## src/rtl/cvg_pkg.sv

```systemverilog
// Shared types, constants and root table function for the Carreau viscosity block.
// No dependencies.
package cvg_pkg;

  localparam int unsigned DATA_WIDTH = 32;
  localparam int unsigned FRAC_BITS  = 16;
  localparam int unsigned LOG_FRAC   = 20;
  localparam int unsigned EXP_FRAC   = 20;

  localparam logic [1:0] DIMS_2D = 2'd2;

  typedef enum logic [1:0] {
    CFG_DIMS = 2'd0,
    CFG_A    = 2'd1,
    CFG_B    = 2'd2,
    CFG_C    = 2'd3
  } cfg_idx_e;

  typedef struct packed {
    logic signed [31:0] g00;
    logic signed [31:0] g01;
    logic signed [31:0] g02;
    logic signed [31:0] g10;
    logic signed [31:0] g11;
    logic signed [31:0] g12;
    logic signed [31:0] g20;
    logic signed [31:0] g21;
    logic signed [31:0] g22;
  } in_t;

  typedef struct packed {
    logic [31:0] shear_rate;
    logic [31:0] viscosity;
    logic        saturated;
  } out_t;

  // Magnitudes of the diagonal terms and of the symmetric off-diagonal sums.
  typedef struct packed {
    logic [2:0][31:0] dabs;
    logic [2:0][32:0] pabs;
    logic             ovf;
  } front_t;

  typedef struct packed {
    logic [31:0] coef_a;
    logic [31:0] coef_b;
    logic [31:0] exponent_c;
  } coef_t;

  function automatic logic [63:0] isqrt_c(input logic [63:0] v);
    logic [63:0] x;
    logic [63:0] r;
    logic [63:0] b;
    x = v;
    r = '0;
    b = 64'h4000_0000_0000_0000;
    for (int i = 0; i < 32; i++) begin
      if (x >= r + b) begin
        x = x - (r + b);
        r = (r >> 1) + b;
      end else begin
        r = r >> 1;
      end
      b = b >> 2;
    end
    return r;
  endfunction

  // 2^(-2^-j) in Q0.32, by repeated floor square roots.
  function automatic logic [31:0] root_at(input int j);
    logic [63:0] r;
    r = isqrt_c(64'h8000_0000_0000_0000);
    for (int i = 2; i <= EXP_FRAC; i++) begin
      if (i <= j) begin
        r = isqrt_c({r[31:0], 32'h0});
      end
    end
    return r[31:0];
  endfunction

endpackage

```

## src/rtl/cvg_front.sv

```systemverilog
// Front stage: takes gradient matrices, forms term magnitudes and the overflow flag.
// Depends on cvg_pkg.
module cvg_front (
  input  logic            clk_i,
  input  logic            rst_ni,
  input  logic [1:0]      dims_i,
  input  logic            in_valid_i,
  output logic            in_ready_o,
  input  cvg_pkg::in_t    in_data_i,
  output logic            out_valid_o,
  input  logic            out_ready_i,
  output cvg_pkg::front_t out_data_o
);

  logic            valid_q;
  cvg_pkg::front_t data_q;
  cvg_pkg::front_t data_d;

  function automatic logic [31:0] diag_abs(input logic signed [31:0] g);
    logic [32:0] w;
    w = {g[31], g};
    return w[32] ? 32'(~w + 33'd1) : w[31:0];
  endfunction

  function automatic logic [32:0] pair_abs(input logic signed [31:0] g,
                                           input logic signed [31:0] h);
    logic [32:0] s;
    s = {g[31], g} + {h[31], h};
    return s[32] ? (~s + 33'd1) : s;
  endfunction

  always_comb begin
    logic two_d;
    two_d = (dims_i == cvg_pkg::DIMS_2D);
    data_d.dabs[0] = diag_abs(in_data_i.g00);
    data_d.dabs[1] = diag_abs(in_data_i.g11);
    data_d.dabs[2] = two_d ? 32'h0 : diag_abs(in_data_i.g22);
    data_d.pabs[0] = pair_abs(in_data_i.g01, in_data_i.g10);
    data_d.pabs[1] = two_d ? 33'h0 : pair_abs(in_data_i.g02, in_data_i.g20);
    data_d.pabs[2] = two_d ? 33'h0 : pair_abs(in_data_i.g12, in_data_i.g21);
    // a symmetric sum of magnitude 2^32 does not fit the 64-bit square
    data_d.ovf = data_d.pabs[0][32] | data_d.pabs[1][32] | data_d.pabs[2][32];
  end

  assign in_ready_o = !valid_q || out_ready_i;

  always_ff @(posedge clk_i or negedge rst_ni) begin
    if (!rst_ni) begin
      valid_q <= 1'b0;
    end else if (in_ready_o) begin
      valid_q <= in_valid_i;
    end
  end

  always_ff @(posedge clk_i) begin
    if (in_ready_o && in_valid_i) begin
      data_q <= data_d;
    end
  end

  assign out_valid_o = valid_q;
  assign out_data_o  = data_q;

endmodule

```

## config.mk

```make
export PLATFORM = sky130hd
export DESIGN_NAME = cvg_front
export DESIGN_NICKNAME = d
export VERILOG_FILES = /design/src/rtl/cvg_pkg.sv /design/src/rtl/cvg_front.sv
export SDC_FILE = /design/constraint.sdc
export NUM_CORES = 1
export LEC_CHECK = 0
export ABC_CLOCK_PERIOD_IN_PS = 15880
export BUFFER_PORTS_ARGS = -buffer_cell sky130_fd_sc_hd__buf_2
export CAP_MARGIN = 20
export CORE_AREA = 2 2 190 192
export DETAILED_ROUTE_END_ITERATION = 12
export DIE_AREA = 0 0 192 194
export PLACE_DENSITY = 0.7
export SLEW_MARGIN = 20
export SYNTH_ARGS = -nofsm -noshare
export SYNTH_HDL_FRONTEND = slang
export SYNTH_SLANG_ARGS = --single-unit
```

## constraint.sdc

```tcl
create_clock -name clk_i -period 15.88 [get_ports clk_i]
set_clock_uncertainty 0.05 [all_clocks]
set_input_delay 2.382 -clock clk_i [delete_from_list [all_inputs] [get_ports clk_i]]
set_output_delay 2.382 -clock clk_i [all_outputs]
set_load 0.01 [all_outputs]
```

Word level (Yosys, flattened, before mapping)
Cells that the tools add are included.
{"block": "op_classes", "n_reduce_logical": 4, "shift": 0, "n_eq_ne": 1, "n_mul": 0, "div_mod_pow": 0, "bitwise": 9, "mux": 8, "addsub": 9, "magnitude_cmp": 0}
{"op": "$mux W33", "n": 5}
{"op": "$add A32 B32 Y33", "n": 3}
{"op": "$add A33 B1 Y33 const B", "n": 3}
{"op": "$not A33 Y33", "n": 3}
{"op": "$add A32 B1 Y32 const B", "n": 3}
{"op": "$not A32 Y32", "n": 3}
{"op": "$mux W31", "n": 3}
{"op": "$eq A2 B2 Y1 const B", "n": 1}
{"op": "$or A1 B1 Y1", "n": 2}
{"op": "$reduce_or A2 Y1", "n": 1}
{"op": "$logic_and A1 B1 Y1", "n": 1}
{"op": "$logic_not A1 Y1", "n": 1}
{"op": "$logic_or A1 B1 Y1", "n": 1}
{"op": "$not A1 Y1", "n": 1}
{"block": "word_totals", "mem_bits_ro": 0, "input_bits": 294, "latch_bits": 0, "register_bits": 197, "ramBits": 0, "output_inout_bits": 198, "n_memories": 0, "wordCells": 44}

Logic depth before layout (Yosys ltp)
{"block": "logic_depth", "word_depth": 7, "mapped_depth": 15, "ltp_nobuf": 13}

Worst setup path after synthesis
No wires, ideal clock.
{"block": "synth_path", "path_type": "in2reg", "startpoint": "input out_ready_i", "endpoint": "register data_q (netlist bit out_data_o[0]) (enable)", "n_path_buf": 0, "setup_slack_ns": 8.177, "required_ns": 15.249, "stages": 2, "setup_time_ns": 0.581, "t_arrival_ns": 7.072, "path_cell_list": "nand2b_1 > and2_1"}
{"block": "synth_between", "elab_chain_cells": 2}
{"element": "from (decl)", "line_no": "cvg_front.sv:11", "rtl": "input logic out_ready_i,"}
{"element": "$logic_or A1 B1 Y1", "line_no": "cvg_front.sv:45", "rtl": "assign in_ready_o = !valid_q || out_ready_i;"}
{"element": "$logic_and A1 B1 Y1", "line_no": "cvg_front.sv:56", "rtl": "if (in_ready_o && in_valid_i) begin"}
{"element": "to (signal assigned)", "line_no": "cvg_front.sv:57", "rtl": "data_q <= data_d;"}
{"element": "to (decl)", "line_no": "cvg_front.sv:16", "rtl": "cvg_pkg::front_t data_q;"}
No other way between the ends.
A chain may end at the register's enable or synchronous reset.

==> flow_metrics.tcl <==
set metrics [dict create \
    synth_area_leader_cell "edfxtp_1" \
    tritoncts "done" \
    synth_fp_nets 2213 \
    timing.final.crit_share_pct 38.3 \
    cp.arrival_ns 6.34 \
    max-slew-margin-rel_pct 30.0 \
    route.met3.wl_um 3890 \
    first_pass_iters 5 \
    p_int_mw 1.13 \
    vdd_drop_max_v 0.0000708 \
    numCtsBuffers 17 \
    fill_cells 3274 \
    place_congestion 0.917 \
    die_y_um 194 \
    r2r_setup_slack_ns 13.21 \
    start_util_pct 46.4 \
    grt_max_degree 72 \
    final_util_pct 56.2 \
    fin_crit_ns 6.08 \
    finalMaxSlewViolations 0 \
    grt_overflow 0 \
    synth_seq_cells 197 \
    final_common_cell "buf_2" \
    yosysWarnings 0 \
    grt_pass1_wl_um 80900 \
    setup_violations 0 \
    vias 16000 \
    hold_viol 0 \
    hold_class "flip-flop to flip-flop" \
    worstSetupPathType "primary input to flip-flop" \
    crit_path_start "in_data_i[73]" \
    yosys-top-cells-area "edfxtp_1, ha_1, xnor2_1" \
    cts_setup_buffers 0 \
    r2r_start "out_valid_o$_DFFE_PN0N_" \
    syn_to_final_growth_pct 21.1 \
    ioPinCount 492 \
    cts.sinks 197 \
    first_global_vias 15000 \
    fin_setup_tns_ns 0 \
    comb_power_share_pct 37.1 \
    fp.dieW_um 192 \
    ant_nets 0 \
    netlist_area_sq_um 16300 \
    ys_types 85 \
    cap_violations 0 \
    endpoint_kind "flip-flop" \
    vias_per_cell 5.82 \
    htree_levels 4 \
    drt-initial-drc-count 956 \
    p_leak_nw 8.15 \
    dp_cells 2702 \
    clk_pin_slew_ns 0.07 \
    dr.max_layer_used "met5" \
    cts_root_buffer "clkbuf_16" \
    rr_endpoint "out_data_o[35]$_SDFFCE_PP0P_" \
    fmax_ghz 0.164 \
    crit_fanout 11 \
    clk_path_buf_depth 2 \
    coreArea_sq_um 35200 \
    synth_area_per_cell_sq_um 9.00 \
    swShare_pct 36.0 \
    worstSetupStartpointType "primary input" \
    powerDensity_nw_per_um2 89.5 \
    worstPathRequired_ns 16.13 \
    portBuffers 491 \
    ys_seq_area_share_pct 36.2 \
    worst-slew-pin-transition_ns 1.04 \
    seqPwrFrac_pct 38.0 \
    insertion_delay_ns 0.43 \
    final_nets 2659 \
    die_area_sq_um 37200 \
    rsz0062_at_grt "no" \
    cts_resized 0 \
    final_cell_mix "buf_2, nor2_1, edfxtp_1" \
    power.switching_mw 0.637 \
    synth_edf_count 196 \
    synth_ff_type "edfxtp_1" \
    r2r_cells 3 \
    antenna_found_initial 11 \
    drc_errors 0 \
    status "complete, no violations" \
    p_clk_share_pct 24.9 \
    ys_async_sr_fraction_pct 0.508 \
    endpoint "out_data_o[0]$_DFFE_PP_" \
    finalNonFillerCells 2745 \
    ctsHoldBuffers 0 \
    drt-met1-wl_um 20900 \
    rows 69 \
    drt_wl_total_um 52300 \
    wl_met2_um 25300 \
    drive_gt1_share_pct 24.9 \
    hpwl_um 42800 \
    synth_cells 1814 \
    netlist.area_leader.share_pct 36.0 \
    post_drt_wl_per_cell_um 19.1 \
    grt_usage_pct 27.5 \
]
-- critical path, stage by stage --
cell	delay, ns
buf_2	0.10
ha_1	0.50
nand4_1	0.17
or3_1	0.39
a21o_1	0.21
a31oi_1	0.36
xor2_1	0.18
or3b_2	0.54
nor4_2	0.58
nand3_1	0.15
nor4_1	0.56
or3_1	0.20
-- power groups by stage --
stage          sequential (mW)  clock, mW  combinational (mW)
2_1_floorplan            0.714          0               0.404
3_3_place_gp             0.683          0               0.640
3_5_place_dp             0.685          0               0.651
4_1_cts                  0.674      0.450               0.653
5_1_grt                  0.677      0.471               0.725
6_report                 0.673      0.441               0.657
-- final cells by class --
class / count / area (sq um) / share of cell area, %
Tap cell: 461 / 577 / 2.92
Antenna cell: 11 / 27.5 / 0.139
Timing Repair Buffer: 499 / 2520 / 12.7
Clock inverter: 14 / 165 / 0.835
Inverter: 44 / 165 / 0.835
Multi-Input combinational cell: 1501 / 9990 / 50.5
Clock buffer: 18 / 429 / 2.17
Sequential cell: 197 / 5910 / 29.9
-- logic make-up (layout without fill, tap and decap cells) --
| logic type | count (synthesis) | after routing | share of synthesized area, % |
|---|---|---|---|
| muxes | 3 | 3 | 0.184 |
| DFF | 197 | 197 | 36.2 |
| xor gates and xnor gates | 228 | 228 | 12.2 |
| other | 0 | 11 | 0 |
| and+or+nand+nor | 624 | 624 | 18.8 |
| adders and majority gates | 105 | 105 | 8.18 |
| buffers and inverters | 116 | 575 | 2.74 |
| AOI/OAI and AO/OA | 541 | 541 | 21.7 |
-- registers in the layout (all words and copies together) (netlist names) --
signal       flops
out_data_o     196
out_valid_o      1
-- worst min path at each step --
stage | start | endpoint | slack (ns) | depth (start not counted)
floorplan | out_valid_o$_DFFE_PN0N_ | out_valid_o$_DFFE_PN0N_ | 0.57 | 2
global placement | out_valid_o$_DFFE_PN0N_ | out_valid_o$_DFFE_PN0N_ | 0.55 | 2
detailed placement | out_valid_o$_DFFE_PN0N_ | out_valid_o$_DFFE_PN0N_ | 0.56 | 2
CTS | out_valid_o$_DFFE_PN0N_ | out_valid_o$_DFFE_PN0N_ | 0.57 | 2
global route | out_valid_o$_DFFE_PN0N_ | out_valid_o$_DFFE_PN0N_ | 0.60 | 2
finish | out_valid_o$_DFFE_PN0N_ | out_valid_o$_DFFE_PN0N_ | 0.55 | 2
-- stage by stage --
step	power (mW)	area (sq um)	setup WS (ns)	hold slack, ns
finish	1.77	19800	9.80	0.546
global route	1.87	19800	9.41	0.599
CTS	1.78	19800	9.79	0.571
detailed placement	1.34	19200	9.33	0.556
global placement	1.32	19200	9.42	0.554
floorplan	1.12	16300	8.18	0.572
-- synth_stat cells, types with 8 or more instances --
cell type  count
inv_1         44
nor2b_1       13
a211oi_1      25
nand2b_1      14
o21bai_1       8
a21oi_1      145
nand2_1      152
xnor2_1      142
or3_1         44
clkbuf_1      67
or4_1         21
a21o_1        30
nand4_1       24
edfxtp_1     196
nand3_1       28
a31oi_1       27
and2_1        17
and3_1        12
ha_1         102
o211ai_1      22
nor2_1       204
o211a_1        8
nor4_1        13
o21a_1        16
o21ai_0      123
o41ai_1       12
xor2_1        86
o31ai_1       36
nor3_1        39
-- metal layers --
layer | vias to the layer above | global-route usage, %
met4 | 2 | 12.4
met3 | 101 | 4.92
met2 | 680 | 46.8
met5 | - | 0
met1 | 7460 | 33.7
li1 | 7722 | -
Power figures use the tool's default switching activity.
