## src/rtl/cvg_pkg.sv

```systemverilog
// Shared types, constants and root table function for the Carreau viscosity block.
// No dependencies.
package cvg_pkg;

  localparam int unsigned DATA_WIDTH = 32;
  localparam int unsigned FRAC_BITS  = 16;
  localparam int unsigned LOG_FRAC   = 20;
  localparam int unsigned EXP_FRAC   = 20;

  localparam logic [1:0] DIMS_2D = 2'd2;

  typedef enum logic [1:0] {
    CFG_DIMS = 2'd0,
    CFG_A    = 2'd1,
    CFG_B    = 2'd2,
    CFG_C    = 2'd3
  } cfg_idx_e;

  typedef struct packed {
    logic signed [31:0] g00;
    logic signed [31:0] g01;
    logic signed [31:0] g02;
    logic signed [31:0] g10;
    logic signed [31:0] g11;
    logic signed [31:0] g12;
    logic signed [31:0] g20;
    logic signed [31:0] g21;
    logic signed [31:0] g22;
  } in_t;

  typedef struct packed {
    logic [31:0] shear_rate;
    logic [31:0] viscosity;
    logic        saturated;
  } out_t;

  // Magnitudes of the diagonal terms and of the symmetric off-diagonal sums.
  typedef struct packed {
    logic [2:0][31:0] dabs;
    logic [2:0][32:0] pabs;
    logic             ovf;
  } front_t;

  typedef struct packed {
    logic [31:0] coef_a;
    logic [31:0] coef_b;
    logic [31:0] exponent_c;
  } coef_t;

  function automatic logic [63:0] isqrt_c(input logic [63:0] v);
    logic [63:0] x;
    logic [63:0] r;
    logic [63:0] b;
    x = v;
    r = '0;
    b = 64'h4000_0000_0000_0000;
    for (int i = 0; i < 32; i++) begin
      if (x >= r + b) begin
        x = x - (r + b);
        r = (r >> 1) + b;
      end else begin
        r = r >> 1;
      end
      b = b >> 2;
    end
    return r;
  endfunction

  // 2^(-2^-j) in Q0.32, by repeated floor square roots.
  function automatic logic [31:0] root_at(input int j);
    logic [63:0] r;
    r = isqrt_c(64'h8000_0000_0000_0000);
    for (int i = 2; i <= EXP_FRAC; i++) begin
      if (i <= j) begin
        r = isqrt_c({r[31:0], 32'h0});
      end
    end
    return r[31:0];
  endfunction

endpackage

```

## src/rtl/cvg_fifo.sv

```systemverilog
// Two-entry queue between front and back stages.
// Depends on cvg_pkg.
module cvg_fifo (
  input  logic            clk_i,
  input  logic            rst_ni,
  input  logic            push_valid_i,
  output logic            push_ready_o,
  input  cvg_pkg::front_t push_data_i,
  output logic            pop_valid_o,
  input  logic            pop_ready_i,
  output cvg_pkg::front_t pop_data_o
);

  cvg_pkg::front_t mem_q [0:1];
  logic            wr_ptr_q;
  logic            rd_ptr_q;
  logic [1:0]      count_q;
  logic            push;
  logic            pop;

  assign push_ready_o = (count_q != 2'd2);
  assign pop_valid_o  = (count_q != 2'd0);
  assign push = push_valid_i && push_ready_o;
  assign pop  = pop_valid_o && pop_ready_i;
  assign pop_data_o = mem_q[rd_ptr_q];

  always_ff @(posedge clk_i or negedge rst_ni) begin
    if (!rst_ni) begin
      wr_ptr_q <= 1'b0;
      rd_ptr_q <= 1'b0;
      count_q  <= 2'd0;
    end else begin
      if (push) wr_ptr_q <= ~wr_ptr_q;
      if (pop)  rd_ptr_q <= ~rd_ptr_q;
      count_q <= count_q + {1'b0, push} - {1'b0, pop};
    end
  end

  always_ff @(posedge clk_i) begin
    if (push) begin
      mem_q[wr_ptr_q] <= push_data_i;
    end
  end

endmodule

```

## config.mk

```make
export PLATFORM = sky130hd
export DESIGN_NAME = cvg_fifo
export DESIGN_NICKNAME = d
export VERILOG_FILES = /design/src/rtl/cvg_pkg.sv /design/src/rtl/cvg_fifo.sv
export SDC_FILE = /design/constraint.sdc
export NUM_CORES = 1
export LEC_CHECK = 0
export BUFFER_PORTS_ARGS = -buffer_cell sky130_fd_sc_hd__buf_2
export CAP_MARGIN = 30
export CORE_ASPECT_RATIO = 1.1
export CORE_MARGIN = 2
export CORE_UTILIZATION = 40
export CTS_CLUSTER_SIZE = 16
export DETAILED_ROUTE_END_ITERATION = 10
export MAX_ROUTING_LAYER = met4
export SYNTH_ARGS = -nofsm -noshare
export SYNTH_HDL_FRONTEND = slang
export SYNTH_SLANG_ARGS = --single-unit
```

## constraint.sdc

```tcl
create_clock -name clk_i -period 11.9 [get_ports clk_i]
set_input_delay 0.595 -clock clk_i [delete_from_list [all_inputs] [get_ports clk_i]]
set_output_delay 0.595 -clock clk_i [all_outputs]
set_load 0.1 [all_outputs]
```

# ---- Word-level counts from Yosys, hierarchy flattened
# Memory sizes are Yosys's and may differ from the RTL's.
# Cells that the tools add are included.
dict set report op_classes {
  addsub 2
  eq_ne 1
  mux 2
  bitwise_logic 2
  reduce_logical 3
}
# cell n
set ops {}
lappend ops {{$add A2 B1 Y2} 1}
lappend ops {{$logic_and A1 B1 Y1} 2}
lappend ops {{$mux W1} 2}
lappend ops {{$ne A2 B2 Y1 const B} 1}
lappend ops {{$not A1 Y1} 2}
lappend ops {{$reduce_bool A2 Y1} 1}
lappend ops {{$sub A2 B1 Y2} 1}
dict set report totals {
  reg_bits 4
  ramBits 392
  inputBits 200
  out_inout_bits 198
  elab_cells 14
  memories 1
}
# name words word_bits rd rd_ports_with_merged_regs wr line_no
set memory_table {}
lappend memory_table {mem_q 2 196 1 0 1 cvg_fifo.sv:14} ;# cvg_pkg::front_t mem_q [0:1];

# ---- Longest topological paths before layout
# Gate-level depths: netlist of run 1.
dict set report depth {
  ltp_word 4
  ltp_mapped 7
  depth_no_buf 7
}

# ---- Worst setup path before layout of run 1
# No wires, ideal clock.
dict set report synth_path {
  path_type {reg-to-reg}
  from {reg count_q[0]}
  to {mem mem_q[0][0] (netlist bit) (enable)}
  setup_time_ns 0.756
  t_arrival_ns 9.576
  required_ns 11.144
  setup_slack_ns 1.568
  path_stages_with_launch 4
  path_buffers 0
  period_less_slack_ns 10.332
  path_cell_list {dfrtp_1 nand2b_1 nand2_1 nor2_1}
}
dict set report synth_between {
  elab_chain_cells 4
}
# item line_no
set synth_rtl {}
lappend synth_rtl {{start, declared} cvg_fifo.sv:17} ;# logic [1:0] count_q;
lappend synth_rtl {{start signal, assigned} cvg_fifo.sv:35} ;# count_q <= count_q + {1'b0, push} - {1'b0, pop};
lappend synth_rtl {{$ne A2 B2 Y1} cvg_fifo.sv:21} ;# assign push_ready_o = (count_q != 2'd2);
lappend synth_rtl {{net push_ready_o} cvg_fifo.sv:7} ;# output logic push_ready_o,
lappend synth_rtl {{$logic_and A1 B1 Y1} cvg_fifo.sv:23} ;# assign push = push_valid_i && push_ready_o;
lappend synth_rtl {{$mux W1} cvg_fifo.sv:40} ;# if (push) begin
lappend synth_rtl {{$mux W1 (not written as such)} cvg_fifo.sv:41} ;# mem_q[wr_ptr_q] <= push_data_i;
lappend synth_rtl {{end, declared} cvg_fifo.sv:14}
# The timed path passes the listed nets, and every way through them passes these cells.

==> impl_metrics.env, run 1 <==
export IMPL_max_stage_delay_ps=900
export IMPL_final_hold_viol_count=0
export IMPL_number_of_buffers_and_inverters_on_the_critical_path=3
export IMPL_synth_top_cells_by_area="edfxtp_1 79%, mux2_4 13%, mux2_2 5.0%, buf_6 1.2%, dfrtp_1 0.67%"
export IMPL_critPathTopFamily="buffers and inverters"
export IMPL_syn_nets=829
export IMPL_cp_max_fo=52
export IMPL_placement_rows=74
export IMPL_floorplan_initialDensity_pct=40.26
export IMPL_floorplan_die_area_um2=38740
export IMPL_via_count=7411
export IMPL_setup_repair_after_global_routing_missed_its_margin="false"
export IMPL_final_period_minus_worst_setup_slack_ps=4304
export IMPL_outcome="finished, final reports clean"
export IMPL_critical_path_slowest_cell="dfrtp_4"
export IMPL_ys_ff_latch=396
export IMPL_cp_data_arrival_time_ps=3710
export IMPL_timing_max_cap_violations=0
export IMPL_timing_reg2reg_setup_slack_ps=8540
export IMPL_core_area_um2=36940
export IMPL_end_kind="primary output"
export IMPL_pin_count=398
export IMPL_setup_ws_ps=7596
export IMPL_synthesis_instances=627
export IMPL_worstHoldStart="push_data_i[87]"
export IMPL_layout_area_overhead_vs_synth_pct=25.57
export IMPL_detail_route_vias_per_cell=4.658
export IMPL_clockRootBuffer="clkbuf_16"
export IMPL_fin_setup_tns_ps=0
export IMPL_track_usage_pct=16.01
export IMPL_clk_pin_slew_worst_paths_ps=60
export IMPL_syn_area_um2=14870
export IMPL_synth_area_leader="edfxtp_1"
export IMPL_fp_dieH_um=206.2
export IMPL_htree_num_levels=2
export IMPL_numPortBuffers=397
export IMPL_finalInstanceArea_um2=18680
export IMPL_worst_slew_margin_rel_pct=38.77
export IMPL_final_nets=1258
export IMPL_initialDrtViolationCount=352
export IMPL_antenna_found_initial=11
export IMPL_post_drt_wl_per_cell_um=19.55
export IMPL_placement_cell_area_um2=17420
export IMPL_hold_depth=1
export IMPL_cts_buffers_inserted=40
export IMPL_grt_first_pass_wirelength_um=44800
export IMPL_layout_filler_cells=3097
export IMPL_preCtsSetupSlack_ps=8084
export IMPL_r2r_end="mem_q[1][118]$_DFFE_PP_"
export IMPL_clock_tree_from_tritoncts="done"
export IMPL_critPathMostFrequentCell="buf_4"
export IMPL_cell_variety_after_synth=16
export IMPL_dieWidth_um=187.9
export IMPL_number_of_nets_with_antenna_violations_after_detailed_routing=0
export IMPL_hold_path_end="mem_q[1][87]$_DFFE_PP_"
export IMPL_fraction_of_synthesized_cell_area_taken_by_the_top_area_cell_type_pct=79.15
export IMPL_worst_clock_skew_ps=11.35
export IMPL_critical_path_startpoint_type="flip-flop"
export IMPL_largest_net_degree_at_the_start_of_global_routing=66
export IMPL_hp_class="primary input to flip-flop"
export IMPL_setup_viol=0
export IMPL_crit_path_cell_trace="buf_4 > buf_4 > mux2_4 > buf_2"
export IMPL_detail_route_wirelength_um=31100
export IMPL_finalMaxSlewViolations=0
export IMPL_detail_route_drc_violations=0
export IMPL_via_count_of_the_first_global_routing_pass=7758
export IMPL_place_congestion=0.8091
export IMPL_worst_r2r_startpoint="count_q[1]$_DFF_PN0_"
export IMPL_total_grt_overflow=0
export IMPL_post_route_cells_drive_above_1_share_pct=60.87
export IMPL_cts_root_to_sink_buffers=3
export IMPL_ys_warn_count=0
export IMPL_insertion_delay_of_the_later_clocked_pin_in_the_worst_skew_pair_ps=540
export IMPL_detailed_place_hpwl_um=21920
export IMPL_fmaxAchievable_mhz=232.3
export IMPL_synth_sequential_area_ratio_pct=79.82
export IMPL_crit_required_ps=11310
export IMPL_fin_crit_sh_pct=36.17
export IMPL_path_type_of_the_worst_setup_path="flip-flop to primary output"
export IMPL_timing_worst_slew_pin_value_ps=918.5
export IMPL_reg2reg_depth=5
export IMPL_detailedRoute_firstPassIterationCount=4
export IMPL_clock_sinks=396
export IMPL_syn_area_per_cell_um2=23.72
-- flip-flops by register name, summed over array words and instances (netlist names) --
name,cells
mem_q,392
count_q,2
rd_ptr_q,1
wr_ptr_q,1
-- synthesized netlist by cell type --
cell type  number
and2_1          1
and3_1          1
buf_2           6
buf_6          16
dfrtp_1         4
edfxtp_1      392
ha_1            2
inv_1           1
mux2_2         66
mux2_4        130
nand2_1         1
nand2b_1        1
nor2_1          1
or2_2           1
xnor2_1         3
xor2_1          1
-- final cells by class --
type | instances | area [um2] | share of cell area, %
Tap cell | 494 | 618.1 | 3.310
Sequential cell | 396 | 11880 | 63.59
Antenna cell | 11 | 27.53 | 0.1474
Timing Repair Buffer | 409 | 2132 | 11.42
Multi-Input combinational cell | 208 | 2800 | 14.99
Clock inverter | 24 | 166.4 | 0.8911
Inverter | 1 | 3.754 | 0.02010
Clock buffer | 48 | 1052 | 5.634
-- through the flow --
| step | util [%] | instances | hold WS [ps] |
|---|---|---|---|
| final | 50.55 | 1591 | 242.3 |
| after global routing | 50.55 | 1591 | 210.0 |
| after CTS | 50.48 | 1580 | 205.7 |
| after detailed placement | 47.15 | 1507 | 408.0 |
| after global placement | 46.95 | 1504 | 409.6 |
| after floorplan | - | 627 | 299.4 |
-- layer usage --
metal,vias up,track usage (%),share of wire [%]
met4,0,8.127,4.5
met1,3659,15.77,34
met2,292,28.40,54
met5,-,-,0
met3,76,5.196,7.5
li1,3384,-,-
-- placed cells by master (no fill, tap or decap), types with 7 or more instances in the layout --
| cell type | instances |
|---|---|
| buf_2 | 397 |
| mux2_2 | 66 |
| clkinv_1 | 12 |
| edfxtp_1 | 392 |
| buf_4 | 8 |
| clkinv_2 | 7 |
| diode_2 | 11 |
| clkbuf_1 | 7 |
| mux2_4 | 130 |
| clkbuf_16 | 41 |
-- how the worst max path moves through the flow --
stage,startpoint,to,slack (ps),depth (start not counted)
3_3_place_gp,rd_ptr_q$_DFFE_PN0P_,pop_data_o[120],8130,4
4_1_cts,rd_ptr_q$_DFFE_PN0P_,pop_data_o[89],7500,4
5_1_grt,rd_ptr_q$_DFFE_PN0P_,pop_data_o[89],7370,4
3_5_place_dp,rd_ptr_q$_DFFE_PN0P_,pop_data_o[89],8080,4
6_report,rd_ptr_q$_DFFE_PN0P_,pop_data_o[89],7600,4
2_1_floorplan,count_q[0]$_DFF_PN0_,mem_q[0][0]$_DFFE_PP_,1570,3
-- worst register-to-register path: cells and delay by family (launching register included) --
| family | cells | cell delay, ps |
|---|---|---|
| buffers and inverters | 3 | 1760 |
| flip-flops | 1 | 400 |
| AND/OR/NAND/NOR | 2 | 840 |
-- repair_timing --
item,4_1_cts,5_1_grt
setup buffers,0,0
hold endpoints to repair,4,0
hold buffers,1,0
resized for setup,0,0
-- logic make-up after synthesis --
kind of cell,after synthesis,synth area share (%)
xor+xnor,4,0.2356
fa+ha+maj,2,0.1682
buf+inv,23,1.439
flops,396,79.82
mux,196,18.12
simple gates,6,0.2188
Power of run 1 is left out: the tool's default activity adds up to more than one toggle a clock period on the data nets, which glitch-free logic cannot reach.
==> run 2, diff against run 1 <==
--- a/config.mk
+++ b/config.mk
@@ -5,6 +5,7 @@
 export SDC_FILE = /design/constraint.sdc
 export NUM_CORES = 1
 export LEC_CHECK = 0
+export ABC_AREA = 1
 export BUFFER_PORTS_ARGS = -buffer_cell sky130_fd_sc_hd__buf_2
 export CAP_MARGIN = 30
 export CORE_ASPECT_RATIO = 1.1
==> constraint.sdc (replaced) <==
create_clock -name clk_i -period 4.5 [get_ports clk_i]
set_input_delay 0.225 -clock clk_i [delete_from_list [all_inputs] [get_ports clk_i]]
set_output_delay 0.225 -clock clk_i [all_outputs]
set_load 0.1 [all_outputs]
==> impl_metrics.env, run 2 <==
export IMPL_insertion_delay_of_the_later_clocked_pin_in_the_worst_skew_pair_ps=530
export IMPL_synth_most_common_cell="nand2_1"
export IMPL_detailed_place_hpwl_um=20260
export IMPL_outcome="finished, final reports clean"
export IMPL_final_hold_viol_count=0
export IMPL_crit_path_cell_trace="inv_6 > buf_4 > nand2_1 > nand2_1 > buf_2"
export IMPL_syn_area_um2=14490
export IMPL_core_area_um2=35900
export IMPL_layout_top_registers="mem_q x392, count_q x2"
export IMPL_max_stage_delay_ps=510
export IMPL_post_synth_top_cells="601 x nand2_1, 392 x edfxtp_1, 24 x buf_2"
export IMPL_ys_ff_latch=396
export IMPL_synth_top_cells_by_area="edfxtp_1 81%, nand2_1 16%, buf_2 0.83%, buf_4 0.78%, dfrtp_1 0.69%"
export IMPL_reg2reg_depth=4
export IMPL_detailedRoute_firstPassIterationCount=5
export IMPL_final_nets=1860
export IMPL_fin_setup_tns_ps=0
export IMPL_ctsResizeCount=0
export IMPL_commonest_non_fill_non_tap_cells_in_the_layout="600 x nand2_1, 397 x buf_2, 392 x edfxtp_1"
export IMPL_clock_tree_from_tritoncts="done"
export IMPL_post_route_cells_drive_above_1_share_pct=27.36
export IMPL_timing_reg2reg_setup_slack_ps=2560
export IMPL_via_count=9843
export IMPL_worst_slew_margin_rel_pct=29.65
export IMPL_htree_num_levels=2
export IMPL_critPathMostFrequentCell="nand2_1"
export IMPL_antenna_found_initial=4
export IMPL_timing_max_cap_violations=0
export IMPL_fp_dieH_um=203.6
export IMPL_cp_max_fo=75
export IMPL_layout_filler_cells=2903
export IMPL_grt_first_pass_wirelength_um=52010
export IMPL_worst_r2r_startpoint="count_q[1]$_DFF_PN0_"
export IMPL_clockRootBuffer="clkbuf_16"
export IMPL_floorplan_initialDensity_pct=40.35
export IMPL_floorplan_die_area_um2=37750
export IMPL_syn_area_per_cell_um2=13.73
export IMPL_synth_top_flop_cell="edfxtp_1"
export IMPL_end_kind="primary output"
export IMPL_timing_worst_slew_pin_value_ps=1055
export IMPL_max_flop_register="mem_q"
export IMPL_detail_route_wirelength_um=34610
export IMPL_cell_variety_after_synth=11
export IMPL_placement_rows=73
export IMPL_final_core_utilization_pct=56.06
export IMPL_hold_path_end="wr_ptr_q$_DFFE_PN0N_"
export IMPL_crit_required_ps=4280
export IMPL_critical_path_slowest_cell="dfrtp_4"
export IMPL_place_congestion=0.7718
export IMPL_ys_warn_count=0
export IMPL_r2r_end="mem_q[1][124]$_DFFE_PP_"
export IMPL_pin_count=398
export IMPL_largest_net_degree_at_the_start_of_global_routing=198
export IMPL_initialDrtViolationCount=570
export IMPL_finalMaxSlewViolations=0
export IMPL_detail_route_drc_violations=0
export IMPL_path_type_of_the_worst_setup_path="flip-flop to primary output"
export IMPL_dieWidth_um=185.4
export IMPL_synth_sequential_area_ratio_pct=81.96
export IMPL_layout_area_overhead_vs_synth_pct=38.92
export IMPL_cts_buffers_inserted=41
export IMPL_via_count_of_the_first_global_routing_pass=10030
export IMPL_hold_depth=3
export IMPL_detail_route_vias_per_cell=4.523
export IMPL_synth_edf_count=392
export IMPL_final_period_minus_worst_setup_slack_ps=2909
export IMPL_fin_crit_sh_pct=64.64
export IMPL_number_of_nets_with_antenna_violations_after_detailed_routing=0
export IMPL_cp_data_arrival_time_ps=2680
export IMPL_fraction_of_synthesized_cell_area_taken_by_the_top_area_cell_type_pct=81.26
export IMPL_final_common_cell="nand2_1"
export IMPL_syn_nets=1257
export IMPL_track_usage_pct=18.34
export IMPL_largest_register_ffs=392
export IMPL_numPortBuffers=397
export IMPL_synth_area_leader="edfxtp_1"
export IMPL_postSynth_asyncResetShare_pct=1.010
export IMPL_worstHoldStart="push_valid_i"
export IMPL_setup_repair_after_global_routing_missed_its_margin="false"
export IMPL_hp_class="primary input to flip-flop"
export IMPL_clk_pin_slew_worst_paths_ps=60
export IMPL_fmaxAchievable_mhz=343.8
export IMPL_worst_clock_skew_ps=10.81
export IMPL_post_drt_wl_per_cell_um=15.90
export IMPL_clock_sinks=396
export IMPL_total_grt_overflow=0
export IMPL_cts_root_to_sink_buffers=3
export IMPL_setup_viol=0
export IMPL_critical_path_startpoint_type="flip-flop"
export IMPL_synthesis_instances=1055
[run 2: kinds of logic (layout without fill, tap and decap cells)]
logic type,after synthesis,count (layout),share of synthesized area (%)
other,0,4,0
buffers and inverters,52,682,2.168
flip-flops,396,396,81.96
adder cells (fa/ha/maj),2,2,0.1727
AND/OR/NAND/NOR,605,605,15.70
[run 2: routing by layer]
metal	track usage (%)	vias to the layer above	wire length (um)
li1	-	4778	-
met1	21.19	4584	13350
met2	30.69	392	17440
met3	4.589	89	2635
met4	7.171	0	1178
met5	-	-	0
[run 2: worst max path at each step]
stage,start,endpoint
2_1_floorplan,count_q[1]$_DFF_PN0_,mem_q[1][0]$_DFFE_PP_
3_3_place_gp,rd_ptr_q$_DFFE_PN0P_,pop_data_o[143]
3_5_place_dp,rd_ptr_q$_DFFE_PN0P_,pop_data_o[185]
4_1_cts,rd_ptr_q$_DFFE_PN0P_,pop_data_o[185]
5_1_grt,rd_ptr_q$_DFFE_PN0P_,pop_data_o[185]
6_report,rd_ptr_q$_DFFE_PN0P_,pop_data_o[185]
[run 2: area by class of cell]
cell class                      count  area, um2  share of cell area [%]
Sequential cell                   396      11880                   59.01
Clock inverter                     17      83.83                  0.4166
Multi-Input combinational cell    607       2310                   11.48
Tap cell                          487      609.3                   3.028
Inverter                            9      42.54                  0.2114
Clock buffer                       53       1114                   5.534
Timing Repair Buffer              603       4079                   20.27
Antenna cell                        4      10.01                 0.04974
[run 2: critical path, delay by kind of cell (launching register included)]
family / cells / cell delay (ps)
buffers and inverters: 3 / 1350
DFF: 1 / 510
and+or+nand+nor: 2 / 210
[run 2: repair_timing]
action                    CTS  global route
hold endpoints to repair  397             0
setup buffers               0             0
hold buffers              198             0
[run 2: per-stage QoR]
stage                     setup slack, ps  hold WS, ps  instance area (um2)  instances
final                                1591        44.58                20120       2176
after global routing                 1390        39.38                20120       2176
after detailed placement             2109        42.36                16930       1904
after CTS                            1529        23.40                20110       2172
after global placement               2158        45.70                16930       1904
after floorplan                     117.8       -70.59                14500       1055
Power of run 2 is left out for the same reason.
==> run 3, diff against run 2 <==
--- a/config.mk
+++ b/config.mk
@@ -5,7 +5,7 @@
 export SDC_FILE = /design/constraint.sdc
 export NUM_CORES = 1
 export LEC_CHECK = 0
-export ABC_AREA = 1
+export ABC_AREA = 0
 export BUFFER_PORTS_ARGS = -buffer_cell sky130_fd_sc_hd__buf_2
 export CAP_MARGIN = 30
 export CORE_ASPECT_RATIO = 1.1
==> constraint.sdc (replaced) <==
create_clock -name clk_i -period 3.04 [get_ports clk_i]
set_input_delay 0.152 -clock clk_i [delete_from_list [all_inputs] [get_ports clk_i]]
set_output_delay 0.152 -clock clk_i [all_outputs]
set_load 0.1 [all_outputs]
==> impl_metrics.env, run 3 (synthesized netlist as in run 1, its figures left out) <==
export IMPL_outcome="finished, final reports clean"
export IMPL_via_count_of_the_first_global_routing_pass=8570
export IMPL_fin_crit_sh_pct=81.91
export IMPL_commonest_non_fill_non_tap_cells_in_the_layout="397 x buf_2, 392 x edfxtp_1, 200 x dlygate4sd3_1"
export IMPL_detail_route_wirelength_um=31630
export IMPL_fin_setup_tns_ps=0
export IMPL_post_cts_hold_buffers=200
export IMPL_final_period_minus_worst_setup_slack_ps=2490
export IMPL_largest_net_degree_at_the_start_of_global_routing=108
export IMPL_insertion_delay_of_the_later_clocked_pin_in_the_worst_skew_pair_ps=530
export IMPL_place_congestion=0.7482
export IMPL_final_hold_viol_count=0
export IMPL_hold_path_end="mem_q[0][84]$_DFFE_PP_"
export IMPL_critical_path_startpoint_type="flip-flop"
export IMPL_hp_class="primary input to flip-flop"
export IMPL_max_flop_register="mem_q"
export IMPL_via_count=8137
export IMPL_layout_filler_cells=2878
export IMPL_postCtsSetupBuffers=0
export IMPL_layout_top_registers="mem_q x392, count_q x2"
export IMPL_ctsResizeCount=0
export IMPL_cts_buffers_inserted=41
export IMPL_detail_route_vias_per_cell=4.543
export IMPL_post_route_cells_drive_above_1_share_pct=51.89
export IMPL_worst_slew_margin_rel_pct=53.02
export IMPL_final_common_cell="buf_2"
export IMPL_crit_path_cell_trace="buf_12 > mux2_2 > buf_2"
export IMPL_largest_register_ffs=392
export IMPL_numPortBuffers=397
export IMPL_crit_required_ps=2890
export IMPL_clk_pin_slew_worst_paths_ps=60
export IMPL_whs_ps=342.6
export IMPL_fp_dieH_um=206.2
export IMPL_fmaxAchievable_mhz=401.6
export IMPL_cts_root_to_sink_buffers=3
export IMPL_preCtsSetupSlack_ps=1069
export IMPL_timing_reg2reg_setup_slack_ps=1170
export IMPL_timing_worst_slew_pin_value_ps=704.6
export IMPL_floorplan_initialDensity_pct=40.26
export IMPL_pin_count=398
export IMPL_detail_route_drc_violations=0
export IMPL_post_drt_wl_per_cell_um=17.66
export IMPL_path_type_of_the_worst_setup_path="flip-flop to primary output"
export IMPL_track_usage_pct=16.23
export IMPL_setup_viol=0
export IMPL_clockRootBuffer="clkbuf_16"
export IMPL_worst_clock_skew_ps=15.74
export IMPL_max_stage_delay_ps=730
export IMPL_core_area_um2=36940
export IMPL_detailedRoute_firstPassIterationCount=4
export IMPL_floorplan_die_area_um2=38740
export IMPL_reg2reg_depth=3
export IMPL_crit_start="rd_ptr_q$_DFFE_PN0P_"
export IMPL_cp_max_fo=45
export IMPL_multi_input_comb_area_um2=2815
export IMPL_setup_ws_ps=549.8
export IMPL_timing_max_cap_violations=0
export IMPL_critical_path_slowest_cell="dfrtp_4"
export IMPL_cp_data_arrival_time_ps=2340
export IMPL_dieWidth_um=187.9
export IMPL_r2r_end="mem_q[1][99]$_DFFE_PP_"
export IMPL_layout_area_overhead_vs_synth_pct=40.37
export IMPL_placement_rows=74
export IMPL_antenna_found_initial=4
export IMPL_end_kind="primary output"
export IMPL_worst_r2r_startpoint="count_q[1]$_DFF_PN0_"
export IMPL_finalMaxSlewViolations=0
export IMPL_area_sequential_um2=11880
export IMPL_detailed_place_hpwl_um=20270
export IMPL_setup_repair_after_global_routing_missed_its_margin="false"
export IMPL_grt_first_pass_wirelength_um=46460
export IMPL_clock_sinks=396
export IMPL_worstHoldStart="push_data_i[84]"
export IMPL_initialDrtViolationCount=329
export IMPL_htree_num_levels=2
export IMPL_clock_tree_from_tritoncts="done"
export IMPL_final_nets=1464
export IMPL_hold_depth=2
export IMPL_number_of_nets_with_antenna_violations_after_detailed_routing=0
export IMPL_total_grt_overflow=0
## run 3: changes by cell type in the layout (fill, tap and decap cells not counted), sizes merged, moves of 3 or more
cell	delta
xnor2	+3
buf	+9
nand2	-600
bufinv	+3
mux2	+196
nand3	-3
clkbuf	+3
inv	-7
## run 3: routing by layer
layer	global-route usage, %	part of all wire, %	up-vias	wire length (um)
met1	18.44	39	4006	12480
li1	-	-	3784	-
met5	-	0	-	0
met2	27.51	51	287	16090
met3	4.194	6.3	60	2002
met4	6.721	3.3	0	1054
## run 3: critical path, delay by kind of cell, from the launching register on
family                 cells  cell delay [ps]
flip-flops                 1              730
buffers and inverters      2              650
multiplexers               1              390
## run 3: stage by stage
| stage | utilization, % | area (um2) | std cells |
|---|---|---|---|
| finish | 56.51 | 20880 | 1791 |
| global route | 56.51 | 20880 | 1791 |
| CTS | 56.49 | 20870 | 1787 |
| detailed placement | 47.58 | 17580 | 1513 |
| global placement | 47.58 | 17580 | 1513 |
| floorplan | - | 14900 | 627 |
## run 3: worst max-delay path by stage
stage	slack, ps	end	cells past startpoint
final	550	pop_data_o[36]	3
after global routing	430	pop_data_o[15]	3
after CTS	480	pop_data_o[49]	3
after detailed placement	1070	pop_data_o[49]	3
after global placement	1070	pop_data_o[38]	3
after floorplan	-1100	mem_q[0][0]$_DFFE_PP_	3
## run 3: layout make-up
class                   count  area share [%]
repair buffers            614           20.44
inverters                   1         0.01798
flip-flops and latches    396           56.88
clock buffers              56           5.388
clock inverters            18          0.7851
multi-input cells         208           13.48
well taps                 494           2.961
diodes                      4         0.04794
Power of run 3 is left out for the same reason.
